File: config.mk
export PLATFORM = sky130hd
export DESIGN_NAME = lob_alu
export DESIGN_NICKNAME = d
export VERILOG_FILES = /design/src/rtl/lob_pkg.sv /design/src/rtl/lob_alu.sv
export SDC_FILE = /design/constraint.sdc
export NUM_CORES = 1
export LEC_CHECK = 0
export ABC_CLOCK_PERIOD_IN_PS = 13800
export BUFFER_PORTS_ARGS = -buffer_cell sky130_fd_sc_hd__clkbuf_2
export CAP_MARGIN = 20
export CORE_UTILIZATION = 61
export DETAILED_ROUTE_END_ITERATION = 7
export PLACE_DENSITY_LB_ADDON = 0.3
export REMOVE_ABC_BUFFERS = 1
export SYNTH_ARGS = -nofsm -noshare
export SYNTH_HDL_FRONTEND = slang
export SYNTH_SLANG_ARGS = --single-unit
File: constraint.sdc
create_clock -name vclk -period 13.8
set_clock_uncertainty 0.1 [all_clocks]
set_input_delay 2.07 -clock vclk [all_inputs]
set_output_delay 2.07 -clock vclk [all_outputs]
set_load 0.005 [all_outputs]
File: src/rtl/lob_pkg.sv
// Shared types and constants for the limit order book matcher.
// No dependencies.
`default_nettype none
package lob_pkg;
  localparam int unsigned LOB_PRICE_LEVELS   = 256;
  localparam int unsigned LOB_LEVEL_QTY_BITS = 24;
  localparam int unsigned LOB_ORD_QTY_BITS   = 16;
  localparam int unsigned LOB_PRICE_BITS     = 8;
  localparam int unsigned LOB_TOP_QTY_BITS   = 24;

  typedef enum logic {
    LOB_OP_MATCH = 1'b0,
    LOB_OP_REST  = 1'b1
  } lob_op_e;

  typedef struct packed {
    logic sat;
    logic lvl_zero;
  } lob_alu_st_t;
endpackage
`default_nettype wire

File: src/rtl/lob_alu.sv
// Shared level arithmetic: match (min and subtract) or rest (saturating add).
// Depends on lob_pkg.
`default_nettype none
module lob_alu #(
  parameter int unsigned LQ = 24
) (
  input  lob_pkg::lob_op_e     op_i,
  input  wire logic [LQ-1:0]   lvl_i,
  input  wire logic [15:0]     rem_i,
  output logic      [LQ-1:0]   lvl_o,
  output logic      [15:0]     rem_o,
  output logic      [15:0]     fill_o,
  output lob_pkg::lob_alu_st_t st_o
);
  import lob_pkg::*;

  logic [LQ-1:0] rem_ext;
  logic [LQ-1:0] take;
  logic [LQ:0]   sum;

  always_comb begin
    rem_ext = LQ'(rem_i);
    take    = (lvl_i < rem_ext) ? lvl_i : rem_ext;
    sum     = (LQ+1)'(lvl_i) + (LQ+1)'(rem_i);
    st_o.sat = 1'b0;
    unique case (op_i)
      LOB_OP_MATCH: begin
        fill_o = 16'(take);
        lvl_o  = lvl_i - take;
        rem_o  = rem_i - 16'(take);
      end
      LOB_OP_REST: begin
        fill_o   = '0;
        rem_o    = rem_i;
        st_o.sat = sum[LQ];
        lvl_o    = sum[LQ] ? {LQ{1'b1}} : sum[LQ-1:0];
      end
      default: begin
        fill_o = '0;
        rem_o  = rem_i;
        lvl_o  = lvl_i;
      end
    endcase
    st_o.lvl_zero = (lvl_o == '0);
  end
endmodule
`default_nettype wire

==> results of run 1 <==
==> cell families after synthesis <==
family / share of synthesized area, %
buffers and inverters: 6.52
adders and majority gates: 22.9
AOI/OAI and AO/OA: 31.9
xor gates and xnor gates: 8.52
and+or+nand+nor: 25.4
muxes: 4.67
==> critical path, stage by stage <==
cell	delay, ns
clkbuf_2	0.13
inv_1	0.05
ha_1	0.45
a21oi_1	0.11
o21ai_0	0.29
o21a_1	0.19
o21ai_0	0.09
nand3_1	0.12
buf_4	0.34
mux2i_1	0.34
ha_1	0.32
or2_2	0.32
a211o_1	0.32
a31o_2	0.26
a21oi_1	0.21
o21ai_0	0.15
xnor2_1	0.17
a22oi_1	0.10
or4_1	0.56
or4b_1	0.49
nor4bb_1	0.28
clkbuf_2	0.16
==> power by group through the flow <==
stage	clock, mW	sequential [mW]	combinational (mW)
floorplan	0	0	0.127
global placement	0	0	0.187
detailed placement	0	0	0.191
CTS	0	0	0.192
global route	0	0	0.216
finish	0	0	0.196
==> area by class of cell <==
| type | instances | area, um^2 | area share (%) |
|---|---|---|---|
| Inverter | 41 | 154 | 3.65 |
| Multi-Input combinational cell | 478 | 3460 | 82.0 |
| Timing Repair Buffer | 101 | 510 | 12.1 |
| Tap cell | 75 | 93.8 | 2.22 |
==> final timing paths <==
path,startpoint,to,slack [ns]
hold / removal,lvl_i[20],lvl_o[20],4.35
setup / recovery,rem_i[5],st_o[0],4.11
==> through the flow <==
step                area, um^2  hold WS (ns)  setup WS (ns)  util, %  std cells
finish                    4220          4.35           4.11     71.7        695
CTS                       4220          4.35           4.22     71.7        695
global placement          4220          4.34           4.39     71.7        695
floorplan                 3610          4.07           4.40        -        519
detailed placement        4220          4.35           4.23     71.7        695
global route              4220          4.40           3.84     71.7        695
==> layout by cell type (no fill, tap or decap), types with 5 or more instances in the layout <==
cell	Yosys	routed
a21oi_1	47	47
ha_1	63	63
nand2_1	38	38
nand3_1	12	12
xnor2_1	20	20
o21a_1	7	7
and3_1	5	5
nand4_1	6	6
nor2_1	54	54
nand2b_1	9	9
nor4_1	8	8
inv_1	41	41
nor2b_1	6	6
nor3_1	14	14
a31oi_1	8	8
a21o_1	12	12
o21ai_0	36	36
or2_2	6	6
and2_1	6	6
mux2i_1	15	15
xor2_1	16	16
o31ai_1	6	6
or3_1	5	5
a211oi_1	5	5
clkbuf_2	0	99
==> layer usage <==
layer  track usage (%)  vias up
met2              57.3      213
met3              1.03       12
li1                  -     2158
met5                 0        -
met4              4.64        0
met1              47.2     2021
==> results.toml, run 1 <==
[global_routing]
grt_pass1_wl_um = 17400
antenna_found_initial = 0
grt_pass1_vias = 3765
track_usage_pct = 33.5
grt_max_degree = 72
gr-total-overflow = 0

[worst_setup_path]
worst-endpoint-required_ns = 11.63
endpoint_kind = "output pin"
arrival_ns = 7.52
path_class = "input port to output pin"
cp-start-kind = "input port"
cp_max_fo = 16

[placement]
place_congestion = 0.944
io_buffers = 99
hpwl_um = 9020

[status]
outcome = "finished, final reports clean"

[floorplanning]
io_pins = 99
start_util_pct = 62.9
rows = 28
core-area_um2 = 5890
dieArea_um2 = 6380
die_w_um = 79.9
die_h_um = 79.9

[power_and_ir_drop]
seq_power_share_pct = 0
switchingPower_uw = 114
p_leak_nw = 2.16
power.density_nw_per_um2 = 46.5
p_clk_share_pct = 0
p_int_uw = 82.5
peakVddDrop_v = 0.0000342
pwr-share-comb_pct = 100.0
total_power_uw = 196
switching_share_pct = 57.9

[logic_synthesis]
seq_area_frac_synth_pct = 0
yosysMostFrequentCell = "ha_1"
synth.distinct_cells = 67
synth.avg_cell_area_um2 = 6.87
synthTopCellsByArea = "ha_1 21%, a21oi_1 6.4%, nor2_1 5.5%"
syn_inst = 539
yosys_warnings = 0
yosysTopAreaCell = "ha_1"
netlist_area_um2 = 3700
synth_common_cells = "63 x ha_1, 54 x nor2_1, 47 x a21oi_1"
synth_top_area_share_pct = 21.3

[detailed_routing]
firstDrtPassIters = 5
first_iter_violations = 338
wl_met2_um = 5030
drc = 0
met1_length_um = 5180
routed-wl-met3_um = 824
wl_um = 11200
wire_per_inst_um = 16.1
ant_nets = 0
top_layer = "met4"
vias = 4404
vias_per_cell = 6.34

[cts]
postCtsSetupBuffers = 0
cts_resized = 0
cts_hold_buf = 0

[finish]
clkbuf_count = 0
diodes = 0
fillers = 533
drive_above_1_share_pct = 20.0
finalNetCount = 729
area_delta_synth_final_pct = 14.0
nFlopsAndLatches = 0
regArea_um2 = 0

[timing]
timing.fmax_ghz = 0.103
worst_pin_slew_ns = 0.707
period_minus_slack_ns = 9.69
tns_ns = 0
rsz0062_at_grt = "no"
drv_slew = 0
finalCritPeriodShare_pct = 70.2
hold_viol = 0
max-slew-margin-rel_pct = 52.7
finalSetupViolCount = 0

[flow_run]
cap_violations = 0

[worst_hold_path]
hp-class = "input port to output pin"
holdPathStages = 3
Power figures use the tool's default switching activity.
==> run 2: changes to the inputs <==
--- a/config.mk
+++ b/config.mk
@@ -5,10 +5,11 @@
 export SDC_FILE = /design/constraint.sdc
 export NUM_CORES = 1
 export LEC_CHECK = 0
-export ABC_CLOCK_PERIOD_IN_PS = 13800
+export ABC_AREA = 1
+export ABC_CLOCK_PERIOD_IN_PS = 9300
 export BUFFER_PORTS_ARGS = -buffer_cell sky130_fd_sc_hd__clkbuf_2
 export CAP_MARGIN = 20
-export CORE_UTILIZATION = 61
+export CORE_UTILIZATION = 59
 export DETAILED_ROUTE_END_ITERATION = 7
 export PLACE_DENSITY_LB_ADDON = 0.3
 export REMOVE_ABC_BUFFERS = 1
==> constraint.sdc (replaced) <==
create_clock -name vclk -period 9.3
set_clock_uncertainty 0.1 [all_clocks]
set_input_delay 1.395 -clock vclk [all_inputs]
set_output_delay 1.395 -clock vclk [all_outputs]
set_load 0.005 [all_outputs]
==> run 2 against run 1 <==
Net effect: sequential share of layout area unchanged; highest routed layer unchanged; count of clock-buffer cells in the layout unchanged; critical path type unchanged; via count rose by 35%; power grew 65%; critical endpoint is now rem_o[12]; largest power group unchanged.
==> results.toml, run 2 <==
[finish]
drive_above_1_share_pct = 16.1
diodes = 0
most-common-layout-cells = "291 x nand2_1, 139 x inv_1, 99 x clkbuf_2"
final_util_pct = 67.5
area_delta_synth_final_pct = 11.7
regArea_um2 = 0
clkbuf_count = 0
nFlopsAndLatches = 0
layout_commonest_cell = "nand2_1"
finalNetCount = 1091
postLayoutCellArea_um2 = 5190

[logic_synthesis]
yosysTopAreaCell = "nand2_1"
synth_top_area_share_pct = 23.5
synth.distinct_cells = 46
yosys_warnings = 0
yosysMostFrequentCell = "nand2_1"
synth.avg_cell_area_um2 = 5.18
syn_inst = 897
synth_common_cells = "291 x nand2_1, 139 x inv_1, 91 x nand3_1"
synthTopCellsByArea = "nand2_1 23%, ha_1 17%, inv_1 11%"
netlist_area_um2 = 4650
seq_area_frac_synth_pct = 0

[floorplanning]
start_util_pct = 60.5
dieArea_um2 = 8240
die_h_um = 90.8
die_w_um = 90.8
core-area_um2 = 7690
rows = 32
io_pins = 99

[timing]
tns_ns = 0
drv_slew = 0
rsz0062_at_grt = "no"
period_minus_slack_ns = 7.37
timing.fmax_ghz = 0.136
max-slew-margin-rel_pct = 63.8
finalCritPeriodShare_pct = 79.2
worst_pin_slew_ns = 0.540
hold_viol = 0
finalSetupViolCount = 0

[worst_setup_path]
worst-endpoint-required_ns = 7.81
cp_slowest_cell = "and2_1"
path_class = "input port to output pin"
cp-start-kind = "input port"
arrival_ns = 5.87
max_stage_delay_ns = 0.49
cpMostUsedCell = "nand2_1"
endpoint_kind = "output pin"
cp_max_fo = 28

[power_and_ir_drop]
p_leak_nw = 3.20
p_int_uw = 116
power.density_nw_per_um2 = 62.3
switchingPower_uw = 207
pwr-share-comb_pct = 100.0
p_clk_share_pct = 0
seq_power_share_pct = 0
peakVddDrop_v = 0.0000340
switching_share_pct = 64.0

[detailed_routing]
firstDrtPassIters = 6
wire_per_inst_um = 13.6
ant_nets = 0
wl_um = 14700
drc = 0
vias = 5945
vias_per_cell = 5.48
first_iter_violations = 334

[global_routing]
grt.busiest_layer = "met2"
grt_pass1_vias = 5132
grt_max_degree = 47
track_usage_pct = 35.3
antenna_found_initial = 0
gr-total-overflow = 0
grtUsageMet1_pct = 49.4
use_met2_pct = 58.6
grt_pass1_wl_um = 24100
met3_usage_pct = 0.589

[cts]
cts_resized = 0
cts_hold_buf = 0
postCtsSetupBuffers = 0

[worst_hold_path]
hp-class = "input port to output pin"
holdPathStages = 4

[status]
outcome = "finished, final reports clean"

[placement]
place_congestion = 0.990
placed_area_um2 = 5190
hpwl_um = 12400
io_buffers = 99

[flow_run]
cap_violations = 0
[run 2: power groups by stage]
stage / sequential, mW / combinational, mW / clock (mW)
floorplan: 0 / 0.214 / 0
global placement: 0 / 0.314 / 0
detailed placement: 0 / 0.316 / 0
CTS: 0 / 0.318 / 0
global route: 0 / 0.363 / 0
finish: 0 / 0.324 / 0
[run 2: per-stage QoR]
stage	hold WS [ns]	worst slack [ns]	power [mW]	instances
after global routing	3.06	1.48	0.363	1084
after detailed placement	3.03	1.97	0.316	1084
final	3.04	1.93	0.324	1084
after CTS	3.04	1.96	0.318	1084
after global placement	3.03	2.13	0.314	1084
after floorplan	2.72	3.12	0.214	880
[run 2: cell type report]
class / instances / area [um^2]
fillers: 822 / 2500
inverters: 155 / 589
multi-input cells: 725 / 3960
well taps: 102 / 128
repair buffers: 102 / 518
[run 2: worst paths after layout]
path | endpoint | slack, ns | startpoint
setup / recovery | rem_o[12] | 1.93 | rem_i[9]
hold / removal | rem_o[12] | 3.04 | rem_i[12]
[run 2: logic make-up after synthesis]
| group | count (synthesis) | share of synthesized area (%) |
|---|---|---|
| and+or+nand+nor | 521 | 48.6 |
| buffers and inverters | 172 | 14.9 |
| AOI/OAI and AO/OA | 130 | 16.7 |
| adders and majority gates | 66 | 18.3 |
| xor gates and xnor gates | 8 | 1.51 |
[run 2: critical path: cells and delay by family]
kind / cells / cell delay, ns
and+or+nand+nor: 11 / 1.18
adders and majority gates: 3 / 1.02
AOI/OAI and AO/OA: 8 / 1.64
buffers and inverters: 6 / 0.58
[run 2: per-layer routing]
layer | wire (um) | share of wire (%)
met5 | 0 | 0
met4 | 503 | 3.4
met3 | 1210 | 8.2
met2 | 6490 | 44
met1 | 6520 | 44
